`config.mk`:
```
export PLATFORM = sky130hd
export DESIGN_NAME = ddp_pixel_packetizer_unit
export DESIGN_NICKNAME = d
export VERILOG_FILES = /design/src/rtl/ddp_pkg.sv /design/src/rtl/ddp_front.sv /design/src/rtl/ddp_queue.sv /design/src/rtl/ddp_back.sv /design/src/rtl/ddp_pixel_packetizer_unit.sv
export SDC_FILE = /design/constraint.sdc
export NUM_CORES = 1
export LEC_CHECK = 0
export ABC_AREA = 0
export ABC_CLOCK_PERIOD_IN_PS = 6800
export BUFFER_PORTS_ARGS = -buffer_cell sky130_fd_sc_hd__buf_2
export CELL_PAD_IN_SITES_DETAIL_PLACEMENT = 0
export CELL_PAD_IN_SITES_GLOBAL_PLACEMENT = 1
export CORE_ASPECT_RATIO = 1.5
export CORE_MARGIN = 10
export CORE_UTILIZATION = 36
export DETAILED_ROUTE_END_ITERATION = 6
export MAX_ROUTING_LAYER = met4
export PLACE_DENSITY = 0.61
export SLEW_MARGIN = 20
export SYNTH_ARGS = -nofsm -noshare
export SYNTH_HDL_FRONTEND = slang
export SYNTH_SLANG_ARGS = --single-unit
```
`constraint.sdc`:
```
create_clock -name clk -period 6.8 [get_ports clk]
set_input_delay 0.34 -clock clk [delete_from_list [all_inputs] [get_ports clk]]
set_output_delay 0.34 -clock clk [all_outputs]
set_load 0.01 [all_outputs]
```
`src/rtl/ddp_pkg.sv`:
```
package ddp_pkg;

    // Default chunk size in pixels and depth of the front-to-back queue.
    localparam int CHUNK_PIXELS_DEF = 480;
    localparam int QUEUE_DEPTH_DEF  = 4;

    // Configuration port.
    localparam int CFG_IDX_W  = 3;
    localparam int CFG_DATA_W = 8;

    localparam logic [CFG_IDX_W-1:0] REG_VERSION_FLAG  = 3'd0;
    localparam logic [CFG_IDX_W-1:0] REG_PUSH_FLAG     = 3'd1;
    localparam logic [CFG_IDX_W-1:0] REG_QUERY_FLAG    = 3'd2;
    localparam logic [CFG_IDX_W-1:0] REG_RGB_TYPE_CODE = 3'd3;
    localparam logic [CFG_IDX_W-1:0] REG_DISPLAY_ID    = 3'd4;
    localparam logic [CFG_IDX_W-1:0] REG_STATUS_ID     = 3'd5;

    localparam logic [7:0] VERSION_FLAG_RST  = 8'd64;
    localparam logic [7:0] PUSH_FLAG_RST     = 8'd1;
    localparam logic [7:0] QUERY_FLAG_RST    = 8'd2;
    localparam logic [7:0] RGB_TYPE_CODE_RST = 8'd11;
    localparam logic [7:0] DISPLAY_ID_RST    = 8'd1;
    localparam logic [7:0] STATUS_ID_RST     = 8'd251;

    // Request modes.
    localparam logic [1:0] MODE_PIXEL = 2'd0;
    localparam logic [1:0] MODE_PUSH  = 2'd1;
    localparam logic [1:0] MODE_QUERY = 2'd2;

    localparam logic [3:0] SEQ_MAX     = 4'd15;
    localparam logic [3:0] HDR_LAST    = 4'd9;
    localparam logic [3:0] PIX_LAST    = 4'd2;

    // One classified request, as the back end needs it to emit its bytes.
    typedef struct packed {
        logic        has_head;
        logic        has_pix;
        logic        chunk_end;
        logic [7:0]  flags;
        logic [3:0]  seq;
        logic [7:0]  ptype;
        logic [7:0]  id;
        logic [31:0] offset;
        logic [15:0] length;
        logic [7:0]  red;
        logic [7:0]  green;
        logic [7:0]  blue;
    } desc_t;

    // Serializer phase: first byte of the queue head, header bytes, pixel bytes.
    typedef enum logic [1:0] {
        ST_FIRST,
        ST_HEAD,
        ST_PIX
    } ser_state_t;

endpackage

```
`src/rtl/ddp_front.sv`:
```
module ddp_front #(
    parameter int CHUNK_PIXELS = ddp_pkg::CHUNK_PIXELS_DEF
) (
    input  logic                          clk,
    input  logic                          rst_n,
    input  logic                          cfg_we,
    input  logic [ddp_pkg::CFG_IDX_W-1:0] cfg_index,
    input  logic [ddp_pkg::CFG_DATA_W-1:0] cfg_data,
    input  logic                          accept,
    input  logic [1:0]                    mode,
    input  logic [7:0]                    red,
    input  logic [7:0]                    green,
    input  logic [7:0]                    blue,
    input  logic                          frame_start,
    input  logic [15:0]                   frame_pixels,
    input  logic [31:0]                   start_offset,
    output logic                          push,
    output ddp_pkg::desc_t                push_data
);
    import ddp_pkg::*;

    localparam int CP_W = (CHUNK_PIXELS > 1) ? $clog2(CHUNK_PIXELS) : 1;
    localparam logic [15:0] CHUNK_N = 16'(CHUNK_PIXELS);
    localparam logic [16:0] CHUNK_W = 17'(CHUNK_PIXELS);

    logic [7:0] version_flag_reg, push_flag_reg, query_flag_reg;
    logic [7:0] rgb_type_code_reg, display_id_reg, status_id_reg;

    logic [3:0]      seq_reg, seq_next;
    logic [15:0]     pr_reg, pr_next;
    logic [CP_W-1:0] cp_reg, cp_next;
    logic [31:0]     off_reg, off_next;

    logic [15:0]     pr_e;
    logic [CP_W-1:0] cp_e;
    logic [31:0]     off_e;
    logic [15:0]     n_pix;
    logic            chunk_end;
    logic [3:0]      seq_adv;
    logic            emit;

    always_ff @(posedge clk or negedge rst_n)
    begin
        if (!rst_n)
        begin
            version_flag_reg  <= VERSION_FLAG_RST;
            push_flag_reg     <= PUSH_FLAG_RST;
            query_flag_reg    <= QUERY_FLAG_RST;
            rgb_type_code_reg <= RGB_TYPE_CODE_RST;
            display_id_reg    <= DISPLAY_ID_RST;
            status_id_reg     <= STATUS_ID_RST;
        end
        else if (cfg_we)
        begin
            unique case (cfg_index)
                REG_VERSION_FLAG:  version_flag_reg  <= cfg_data;
                REG_PUSH_FLAG:     push_flag_reg     <= cfg_data;
                REG_QUERY_FLAG:    query_flag_reg    <= cfg_data;
                REG_RGB_TYPE_CODE: rgb_type_code_reg <= cfg_data;
                REG_DISPLAY_ID:    display_id_reg    <= cfg_data;
                REG_STATUS_ID:     status_id_reg     <= cfg_data;
                default:           ;
            endcase
        end
    end

    always_ff @(posedge clk or negedge rst_n)
    begin
        if (!rst_n)
        begin
            seq_reg <= '0;
            pr_reg  <= '0;
            cp_reg  <= '0;
            off_reg <= '0;
        end
        else if (accept)
        begin
            seq_reg <= seq_next;
            pr_reg  <= pr_next;
            cp_reg  <= cp_next;
            off_reg <= off_next;
        end
    end

    // A frame start reloads the frame state before the pixel is looked at.
    assign pr_e  = frame_start ? frame_pixels : pr_reg;
    assign off_e = frame_start ? start_offset : off_reg;
    assign cp_e  = frame_start ? '0 : cp_reg;

    assign n_pix     = (pr_e < CHUNK_N) ? pr_e : CHUNK_N;
    assign chunk_end = ({{(17 - CP_W){1'b0}}, cp_e} + 17'd1 >= CHUNK_W) || (pr_e == 16'd1);
    assign seq_adv   = (seq_reg == SEQ_MAX) ? 4'd1 : seq_reg + 4'd1;

    always_comb
    begin
        emit      = 1'b0;
        seq_next  = seq_reg;
        pr_next   = pr_reg;
        cp_next   = cp_reg;
        off_next  = off_reg;
        push_data = '0;
        push_data.red   = red;
        push_data.green = green;
        push_data.blue  = blue;
        push_data.seq   = seq_reg;

        unique case (mode)
            MODE_PIXEL:
            begin
                pr_next  = pr_e;
                cp_next  = cp_e;
                off_next = off_e;
                if (pr_e != 16'd0)
                begin
                    emit                = 1'b1;
                    push_data.has_pix   = 1'b1;
                    push_data.chunk_end = chunk_end;
                    if (cp_e == '0)
                    begin
                        seq_next           = seq_adv;
                        push_data.has_head = 1'b1;
                        push_data.seq      = seq_adv;
                        push_data.flags    = version_flag_reg |
                                             ((n_pix == pr_e) ? push_flag_reg : 8'd0);
                        push_data.ptype    = rgb_type_code_reg;
                        push_data.id       = display_id_reg;
                        push_data.offset   = off_e;
                        push_data.length   = {n_pix[14:0], 1'b0} + n_pix;
                    end
                    pr_next  = pr_e - 16'd1;
                    cp_next  = chunk_end ? '0 : cp_e + 1'b1;
                    off_next = off_e + 32'd3;
                end
            end
            MODE_PUSH:
            begin
                emit               = 1'b1;
                push_data.has_head = 1'b1;
                push_data.flags    = version_flag_reg | push_flag_reg;
                push_data.id       = display_id_reg;
            end
            MODE_QUERY:
            begin
                emit               = 1'b1;
                push_data.has_head = 1'b1;
                push_data.flags    = version_flag_reg | query_flag_reg;
                push_data.id       = status_id_reg;
            end
            default: ;
        endcase
    end

    assign push = accept && emit;

endmodule

```
`src/rtl/ddp_queue.sv`:
```
module ddp_queue #(
    parameter int DEPTH = ddp_pkg::QUEUE_DEPTH_DEF
) (
    input  logic           clk,
    input  logic           rst_n,
    input  logic           push,
    input  ddp_pkg::desc_t push_data,
    output logic           full,
    input  logic           pop,
    output ddp_pkg::desc_t head,
    output logic           empty
);
    import ddp_pkg::*;

    localparam int PTR_W = (DEPTH > 1) ? $clog2(DEPTH) : 1;
    localparam int CNT_W = $clog2(DEPTH + 1);
    localparam logic [PTR_W-1:0] PTR_LAST = PTR_W'(DEPTH - 1);
    localparam logic [CNT_W-1:0] CNT_FULL = CNT_W'(DEPTH);

    desc_t            mem_reg [DEPTH];
    logic [PTR_W-1:0] wr_ptr_reg, rd_ptr_reg;
    logic [CNT_W-1:0] cnt_reg;

    always_ff @(posedge clk)
    begin
        if (push)
        begin
            mem_reg[wr_ptr_reg] <= push_data;
        end
    end

    always_ff @(posedge clk or negedge rst_n)
    begin
        if (!rst_n)
        begin
            wr_ptr_reg <= '0;
            rd_ptr_reg <= '0;
            cnt_reg    <= '0;
        end
        else
        begin
            if (push)
            begin
                wr_ptr_reg <= (wr_ptr_reg == PTR_LAST) ? '0 : wr_ptr_reg + 1'b1;
            end
            if (pop)
            begin
                rd_ptr_reg <= (rd_ptr_reg == PTR_LAST) ? '0 : rd_ptr_reg + 1'b1;
            end
            if (push && !pop)
            begin
                cnt_reg <= cnt_reg + 1'b1;
            end
            else if (pop && !push)
            begin
                cnt_reg <= cnt_reg - 1'b1;
            end
        end
    end

    assign head  = mem_reg[rd_ptr_reg];
    assign empty = (cnt_reg == '0);
    assign full  = (cnt_reg == CNT_FULL);

endmodule

```
`src/rtl/ddp_back.sv`:
```
module ddp_back (
    input  logic           clk,
    input  logic           rst_n,
    input  ddp_pkg::desc_t head,
    input  logic           empty,
    output logic           pop,
    output logic           out_valid,
    input  logic           out_stall,
    output logic [7:0]     out_byte,
    output logic           packet_end,
    output logic           run_last
);
    import ddp_pkg::*;

    ser_state_t state_reg, state_next;
    logic [3:0] idx_reg, idx_next;
    logic       valid_reg;
    logic [7:0] byte_reg, byte_next;
    logic       end_reg, end_next;
    logic       last_reg, last_next;
    logic       advance;

    function automatic logic [7:0] hdr_byte(input desc_t d, input logic [3:0] i);
        logic [7:0] b;
        case (i)
            4'd0:    b = d.flags;
            4'd1:    b = {4'd0, d.seq};
            4'd2:    b = d.ptype;
            4'd3:    b = d.id;
            4'd4:    b = d.offset[31:24];
            4'd5:    b = d.offset[23:16];
            4'd6:    b = d.offset[15:8];
            4'd7:    b = d.offset[7:0];
            4'd8:    b = d.length[15:8];
            default: b = d.length[7:0];
        endcase
        return b;
    endfunction

    function automatic logic [7:0] pix_byte(input desc_t d, input logic [3:0] i);
        logic [7:0] b;
        case (i)
            4'd0:    b = d.red;
            4'd1:    b = d.green;
            default: b = d.blue;
        endcase
        return b;
    endfunction

    // The output register takes a new beat when it is empty or being drained.
    assign advance = !empty && (!valid_reg || !out_stall);

    always_comb
    begin
        state_next = state_reg;
        idx_next   = idx_reg;
        byte_next  = byte_reg;
        end_next   = end_reg;
        last_next  = last_reg;
        pop        = 1'b0;

        if (advance)
        begin
            unique case (state_reg)
                ST_FIRST:
                begin
                    if (head.has_head)
                    begin
                        byte_next  = hdr_byte(head, 4'd0);
                        end_next   = 1'b0;
                        last_next  = 1'b0;
                        state_next = ST_HEAD;
                    end
                    else
                    begin
                        byte_next  = pix_byte(head, 4'd0);
                        end_next   = 1'b0;
                        last_next  = 1'b0;
                        state_next = ST_PIX;
                    end
                    idx_next = 4'd1;
                end
                ST_HEAD:
                begin
                    byte_next = hdr_byte(head, idx_reg);
                    if (idx_reg == HDR_LAST)
                    begin
                        // A bare header closes its packet; a chunk header goes on.
                        end_next  = !head.has_pix;
                        last_next = !head.has_pix;
                        idx_next  = 4'd0;
                        if (head.has_pix)
                        begin
                            state_next = ST_PIX;
                        end
                        else
                        begin
                            state_next = ST_FIRST;
                            pop        = 1'b1;
                        end
                    end
                    else
                    begin
                        end_next  = 1'b0;
                        last_next = 1'b0;
                        idx_next  = idx_reg + 4'd1;
                    end
                end
                ST_PIX:
                begin
                    byte_next = pix_byte(head, idx_reg);
                    if (idx_reg == PIX_LAST)
                    begin
                        end_next   = head.chunk_end;
                        last_next  = 1'b1;
                        idx_next   = 4'd0;
                        state_next = ST_FIRST;
                        pop        = 1'b1;
                    end
                    else
                    begin
                        end_next  = 1'b0;
                        last_next = 1'b0;
                        idx_next  = idx_reg + 4'd1;
                    end
                end
                default:
                begin
                    state_next = ST_FIRST;
                    idx_next   = 4'd0;
                end
            endcase
        end
    end

    always_ff @(posedge clk or negedge rst_n)
    begin
        if (!rst_n)
        begin
            state_reg <= ST_FIRST;
            idx_reg   <= '0;
            valid_reg <= 1'b0;
        end
        else
        begin
            state_reg <= state_next;
            idx_reg   <= idx_next;
            if (advance)
            begin
                valid_reg <= 1'b1;
            end
            else if (!out_stall)
            begin
                valid_reg <= 1'b0;
            end
        end
    end

    always_ff @(posedge clk)
    begin
        byte_reg <= byte_next;
        end_reg  <= end_next;
        last_reg <= last_next;
    end

    assign out_valid  = valid_reg;
    assign out_byte   = byte_reg;
    assign packet_end = end_reg;
    assign run_last   = last_reg;

endmodule

```
`src/rtl/ddp_pixel_packetizer_unit.sv`:
```
// DDP pixel packetizer: turns pixel, push and query requests into the byte
// stream of DDP packets, one byte per output beat.
// Input channel: in_valid/in_stall with mode, red, green, blue, frame_start,
// frame_pixels and start_offset. A beat is taken when in_valid is high and
// in_stall is low. Output channel: out_valid/out_stall with out_byte,
// packet_end (last byte of a packet) and run_last (last byte caused by one
// input beat). Configuration: cfg_we, cfg_index, cfg_data write one of the
// six header registers per clock.
// The output serializer emits one byte per cycle while the queue holds a
// request and out_stall is low. A pixel that opens a chunk yields 13 bytes,
// any other pixel 3 bytes, and a push or query header 10 bytes; dropped
// requests yield none. The first byte of a request passes through the queue
// and then the output register. The front end accepts a beat every cycle
// while the queue has room, so in_stall rises only when the queue is full.
// Reset clears the sequence number and frame state, empties the queue and
// loads the configuration registers with their defaults. When the receiver
// stalls, the current output beat holds and the queue absorbs requests until
// it fills.
module ddp_pixel_packetizer_unit #(
    parameter int CHUNK_PIXELS = ddp_pkg::CHUNK_PIXELS_DEF,
    parameter int QUEUE_DEPTH  = ddp_pkg::QUEUE_DEPTH_DEF
) (
    input  logic                           clk,
    input  logic                           rst_n,
    input  logic                           cfg_we,
    input  logic [ddp_pkg::CFG_IDX_W-1:0]  cfg_index,
    input  logic [ddp_pkg::CFG_DATA_W-1:0] cfg_data,
    input  logic                           in_valid,
    output logic                           in_stall,
    input  logic [1:0]                     mode,
    input  logic [7:0]                     red,
    input  logic [7:0]                     green,
    input  logic [7:0]                     blue,
    input  logic                           frame_start,
    input  logic [15:0]                    frame_pixels,
    input  logic [31:0]                    start_offset,
    output logic                           out_valid,
    input  logic                           out_stall,
    output logic [7:0]                     out_byte,
    output logic                           packet_end,
    output logic                           run_last
);
    import ddp_pkg::*;

    logic  accept;
    logic  q_push, q_full, q_pop, q_empty;
    desc_t q_in, q_head;

    // The front end classifies each beat and updates the frame state at once;
    // only requests that produce bytes enter the queue.
    assign accept   = in_valid && !in_stall;
    assign in_stall = q_full;

    ddp_front #(
        .CHUNK_PIXELS(CHUNK_PIXELS)
    ) u_front (
        .clk         (clk),
        .rst_n       (rst_n),
        .cfg_we      (cfg_we),
        .cfg_index   (cfg_index),
        .cfg_data    (cfg_data),
        .accept      (accept),
        .mode        (mode),
        .red         (red),
        .green       (green),
        .blue        (blue),
        .frame_start (frame_start),
        .frame_pixels(frame_pixels),
        .start_offset(start_offset),
        .push        (q_push),
        .push_data   (q_in)
    );

    ddp_queue #(
        .DEPTH(QUEUE_DEPTH)
    ) u_queue (
        .clk      (clk),
        .rst_n    (rst_n),
        .push     (q_push),
        .push_data(q_in),
        .full     (q_full),
        .pop      (q_pop),
        .head     (q_head),
        .empty    (q_empty)
    );

    // The back end walks the queue head byte by byte and pops it as its
    // last byte is loaded into the output register.
    ddp_back u_back (
        .clk       (clk),
        .rst_n     (rst_n),
        .head      (q_head),
        .empty     (q_empty),
        .pop       (q_pop),
        .out_valid (out_valid),
        .out_stall (out_stall),
        .out_byte  (out_byte),
        .packet_end(packet_end),
        .run_last  (run_last)
    );

    // Every packet ends on the last byte of the request that produced it.
    a_end_is_last: assert property (@(posedge clk) disable iff (!rst_n)
        out_valid && packet_end |-> run_last)
        else $error("packet_end without run_last");

    // The bytes of one request leave without gaps.
    a_no_gap: assert property (@(posedge clk) disable iff (!rst_n)
        out_valid && !out_stall && !run_last |=> out_valid)
        else $error("gap inside the bytes of one request");

    // A queued request reaches an idle output in the next cycle.
    a_queue_drains: assert property (@(posedge clk) disable iff (!rst_n)
        !q_empty && !out_valid |=> out_valid)
        else $error("queued request did not reach the output");

    // The queue is never popped empty.
    a_no_underflow: assert property (@(posedge clk) disable iff (!rst_n)
        q_pop |-> !q_empty)
        else $error("queue popped while empty");

endmodule

```
# Yosys cells after proc, flatten, opt, wreduce, memory -nomap -nowiden
# Memory sizes are Yosys's and may differ from the RTL's.
# Index checks and enable logic that the tools add are counted.
# totals
latch_bits	0
wordCells	147
ram_bits	412
out_inout_bits	12
mem_bits_ro	0
memories	1
input_bits	91
reg_bits	133
# memory_table
name	words	word_bits	rd	rd_clocked_by_memory_dff	write_ports	line	source
u_queue.mem_reg	4	103	1	0	1	ddp_queue.sv:20	desc_t mem_reg [DEPTH];
# op_classes
n_shift	0
n_mul	0
reduce_logical	34
eq_ne	27
bitwise_logic	3
n_addsub	11
muxes	50
div	0
order_cmp	2
# op_table
op	n
79-bit two-way mux	1
76-bit two-way mux	1
8-bit one-hot mux with 3 select lines	3
8-bit one-hot mux with 9 select lines	1
32-bit two-way mux	2
16-bit two-way mux	3
48-bit two-way mux	1
32-bit by 2-bit adder with 32-bit output, second input constant	1
9-bit two-way mux	3
8-bit bitwise OR	3
17-bit by 9-bit greater-or-equal comparator with 1-bit output, second input constant	1
16-bit adder	1
16-bit by 1-bit equality test with 1-bit output, second input constant	1
16-bit equality test	1
4-bit by 3-bit equality test with 1-bit output, second input constant	4
16-bit by 9-bit less-than comparator with 1-bit output, second input constant	1
8-bit two-way mux	2
8-bit one-hot mux with 2 select lines	1
2-bit AND reduction	8
16-bit nonzero test	1
16-bit by 1-bit subtractor with 16-bit output, second input constant	1
2-bit two-way mux	7
4-bit equality test, second input constant	3
1-bit two-way mux	12
other kinds (33)	64

# Longest topological paths before layout
# depth
depth_word	9
mapped_depth	16
ltp_nobuf	13

# Cells and area by module
# Synthesis repeated with hierarchy kept, for this count alone.
# hier_totals
cells_unflattened	1815
area_unflattened_um2	25979.9
# modules_own_cells
mod	cells_per_inst	seq_area_each_um2	area_each_um2	instances
ddp_queue	576	12547.0	15283.4	1
ddp_front	1000	2745.1	8683.3	1
ddp_back	238	475.5	1999.4	1
ddp_pixel_packetizer_unit	1	0.0	13.8	1

# Least setup slack after synthesis
# Ideal clock, no wire load.
# synth_timing
path_kind	input-to-reg
from	in frame_start
to	mem u_queue.mem_reg[0][0] (netlist bit), enable pin
cell_stages	11
setup_time_ns	0.474
arrival_time_ns	4.847
t_required_ns	6.326
path_buffers	3
setup_slack_ns	1.479
cell_sequence	buf_6 > buf_2 > buf_2 > mux2i_1 > ha_1 > and2_0 > nand4_1 > and2_1 > nor2_1 > nor3b_1 > and2_1
# synth_via
elab_chain_cells	7
# synth_rtl
item	line	source
start: declaration	ddp_pixel_packetizer_unit.sv:34	input logic frame_start,
16-bit two-way mux	ddp_front.sv:86	assign pr_e = frame_start ? frame_pixels : pr_reg;
16-bit nonzero test	ddp_front.sv:113	if (pr_e != 16'd0)
1-bit two-way mux	ddp_front.sv:113	
1-bit one-hot mux with 2 select lines	ddp_front.sv:107	unique case (mode)
1-bit logical AND	ddp_front.sv:153	assign push = accept && emit;
via q_push	ddp_pixel_packetizer_unit.sv:46	logic q_push, q_full, q_pop, q_empty;
1-bit two-way mux	ddp_queue.sv:26	if (push)
1-bit two-way mux (implied by the code)	ddp_queue.sv:28	mem_reg[wr_ptr_reg] <= push_data;
end: declaration	ddp_queue.sv:20	
# The timed path passes the listed nets, and every way through them passes these cells.

==> metrics.yaml <==
worstPathCellList: "or4_4, a222oi_1, buf_4, nand3_1, nor2_1, ha_1, a21o_1, nand2_1, o221ai_1, a41oi_2, o21a_1, o31ai_2, mux2i_1"
gr-total-overflow: 0
rsz0062_at_grt: "false"
fillers: 6481
area_delta_synth_final_pct: 14.7
routed_wirelength_mm: 67.3
ys_async_sr_fraction_pct: 22.6
p_sw_share_pct: 30.0
netlist_instances: 1783
rows: 119
setup_viol: 0
antenna_found_initial: 3
p_leak_nw: 10.0
tritoncts: "done"
cts_sinks: 545
end_kind: "register"
cp.arrival_ps: 4770
cpMaxStageDelayCell: "or4_4"
dieArea_um2: 81700
core_um2: 70000
hold_buffers: 26
grt_pass1_vias: 16200
drv_cap: 0
drtIter0Drc: 1169
synth.avg_cell_area_um2: 14.2
comb_power_share_pct: 23.2
layout-drive-gt1-share_pct: 22.2
grt_max_degree: 83
cts_resized: 0
fmax_mhz: 229
grt_usage_pct: 16.6
netlist-cell-type-count: 86
seq_area_frac_synth_pct: 62.2
root_buffer: "clkbuf_16"
largest_reg_flops: 412
port_buffers: 102
place_congestion: 0.828
ys_seq_elements: 545
worst_pin_slew_ps: 984
first_pass_iters: 5
period_needed_ps: 4370
ys_warn_count: 0
synthFlopType: "edfxtp_1"
ios: 103
drv_slew: 0
cts_max_path_buffers: 3
dieHeight_um: 345
skew_ps: 16.6
cp_max_fo: 14
syn_area_um2: 25400
max_stage_delay_ps: 540
status: "finished clean"
p_clk_share_pct: 31.8
hpwl_mm: 45.7
clkTransAtPathRegs_ps: 60
rr_worst_depth: 13
cp_data_required_time_ps: 7200
slew_headroom_pct: 32.5
final_antenna_net_count: 0
cts_inserted_buffers: 54
holdWs_ps: 69.3
vias: 15600
postCtsSetupBuffers: 0
ir_drop_uv: 228
startpoint_type: "register"
finalNonFillerCells: 2866
initial_core_util_pct: 36.2
power.density_nw_per_um2: 338
htree_levels: 2
grt_pass1_wl_mm: 103
seqPwrFrac_pct: 45.0
drc: 0
fin_setup_tns_ps: 0
fin_crit_sh_pct: 64.3
placed_cells: 2735
path_class: "reg -> reg"
routedWlPerCell_um: 23.5
holdCritPathClass: "in -> reg"
worstHoldPathCells: 3
synth_edf_count: 422
insertion_delay_ps: 610
viasPerCell: 5.44
power_switching_w: 0.00295
hold_viol: 0
fin_nets: 2035
dieWidth_um: 237
internal-power_w: 0.00687
## stage by stage
| step | setup WS (ps) | utilization (%) | power [W] | area, um^2 |
|---|---|---|---|---|
| after detailed placement | 1830 | 38.5 | 0.00679 | 27000 |
| after global placement | 1970 | 38.5 | 0.00674 | 27000 |
| after global routing | 2070 | 41.6 | 0.0103 | 29100 |
| after CTS | 2430 | 41.5 | 0.00995 | 29100 |
| final | 2430 | 41.6 | 0.00982 | 29100 |
| after floorplan | 1480 | - | 0.00597 | 25400 |
## cell families (layout without fill, tap and decap cells)
logic type,after synthesis,count (layout),share of synthesized area (%)
adder cells (fa/ha/maj),34,34,1.74
AND/OR/NAND/NOR,488,488,9.49
buffers and inverters,121,284,1.99
flip-flops,545,545,62.2
XOR/XNOR,55,55,1.90
AO/OA/AOI/OAI,316,316,8.50
other,1,14,0.0148
multiplexers,223,223,14.2
## worst max-delay path, delay by kind of cell (launching register included)
family	cells	cell delay, ps
mux	1	340
flops	1	430
buf+inv	1	280
fa+ha+maj	1	240
simple gates	4	1310
compound gates	6	1570
## layer usage
metal	up-vias	part of all wire [%]	routed length [um]	global-route usage, %
li1	7179	-	-	-
met1	7998	43	28700	20.5
met2	342	51	34600	28.2
met3	73	3.7	2520	2.18
met4	0	2.2	1520	4.53
met5	-	0	0	-
## synth_stat cells (25+ instances only)
cell	count	area (um^2)
o21ai_0	70	350
nand2_1	129	484
nand3_1	39	195
edfxtp_1	422	12700
clkbuf_1	59	221
mux4_2	103	2320
and2_1	25	156
ha_1	32	400
xnor2_1	35	307
mux2_2	64	721
mux2i_1	54	541
nor2b_1	29	181
nor2_1	118	443
nor3_1	48	240
a21oi_1	64	320
dfrtp_1	109	2730
## area by class of cell
type	instances	area (um^2)	share of cell area, %
inverters	22	82.6	0.284
clock inverters	34	387	1.33
flip-flops and latches	545	15800	54.2
multi-input cells	1127	9150	31.5
clock buffers	68	1470	5.07
repair buffers	160	1070	3.68
diodes	3	7.51	0.0258
well taps	907	1130	3.90
## worst paths after layout
| kind | from | end | slack, ps |
|---|---|---|---|
| max | u_front.pr_reg[9] | u_queue.mem_reg[1][34] | 2430 |
| min | frame_pixels[9] | u_front.pr_reg[9] | 70 |
| max reg2reg | u_front.pr_reg[9] | u_queue.mem_reg[1][34] | 2430 |
| min reg2reg | u_front.pr_reg[2] | u_front.pr_reg[2] | 490 |
| max in group asynchronous | rst_n | u_front.version_flag_reg[0] | 5050 |
| min in group asynchronous | rst_n | u_front.push_flag_reg[3] | 340 |
## layout by cell type, fill, tap and decap left out, types with 21 or more instances in the layout
cell type / instances
dlygate4sd3_1: 26
a21oi_1: 64
buf_4: 29
mux4_2: 103
o21ai_0: 70
xnor2_1: 35
nor3_1: 47
mux2i_1: 54
ha_1: 32
nor2b_1: 29
edfxtp_1: 422
o211ai_1: 21
nand2_1: 128
mux2_2: 64
and2_1: 21
dfrtp_1: 107
buf_2: 100
clkbuf_16: 54
nand3_1: 39
a22oi_1: 23
nor2_1: 117
## power by group through the flow
stage | sequential [W] | combinational (W) | clock, W
after floorplan | 0.00442 | 0.00156 | 0
after global placement | 0.00446 | 0.00228 | 0
after detailed placement | 0.00449 | 0.00231 | 0
after CTS | 0.00442 | 0.00233 | 0.00320
after global routing | 0.00447 | 0.00250 | 0.00333
final | 0.00442 | 0.00228 | 0.00313
Note: power is estimated with default switching activity, not from simulation.
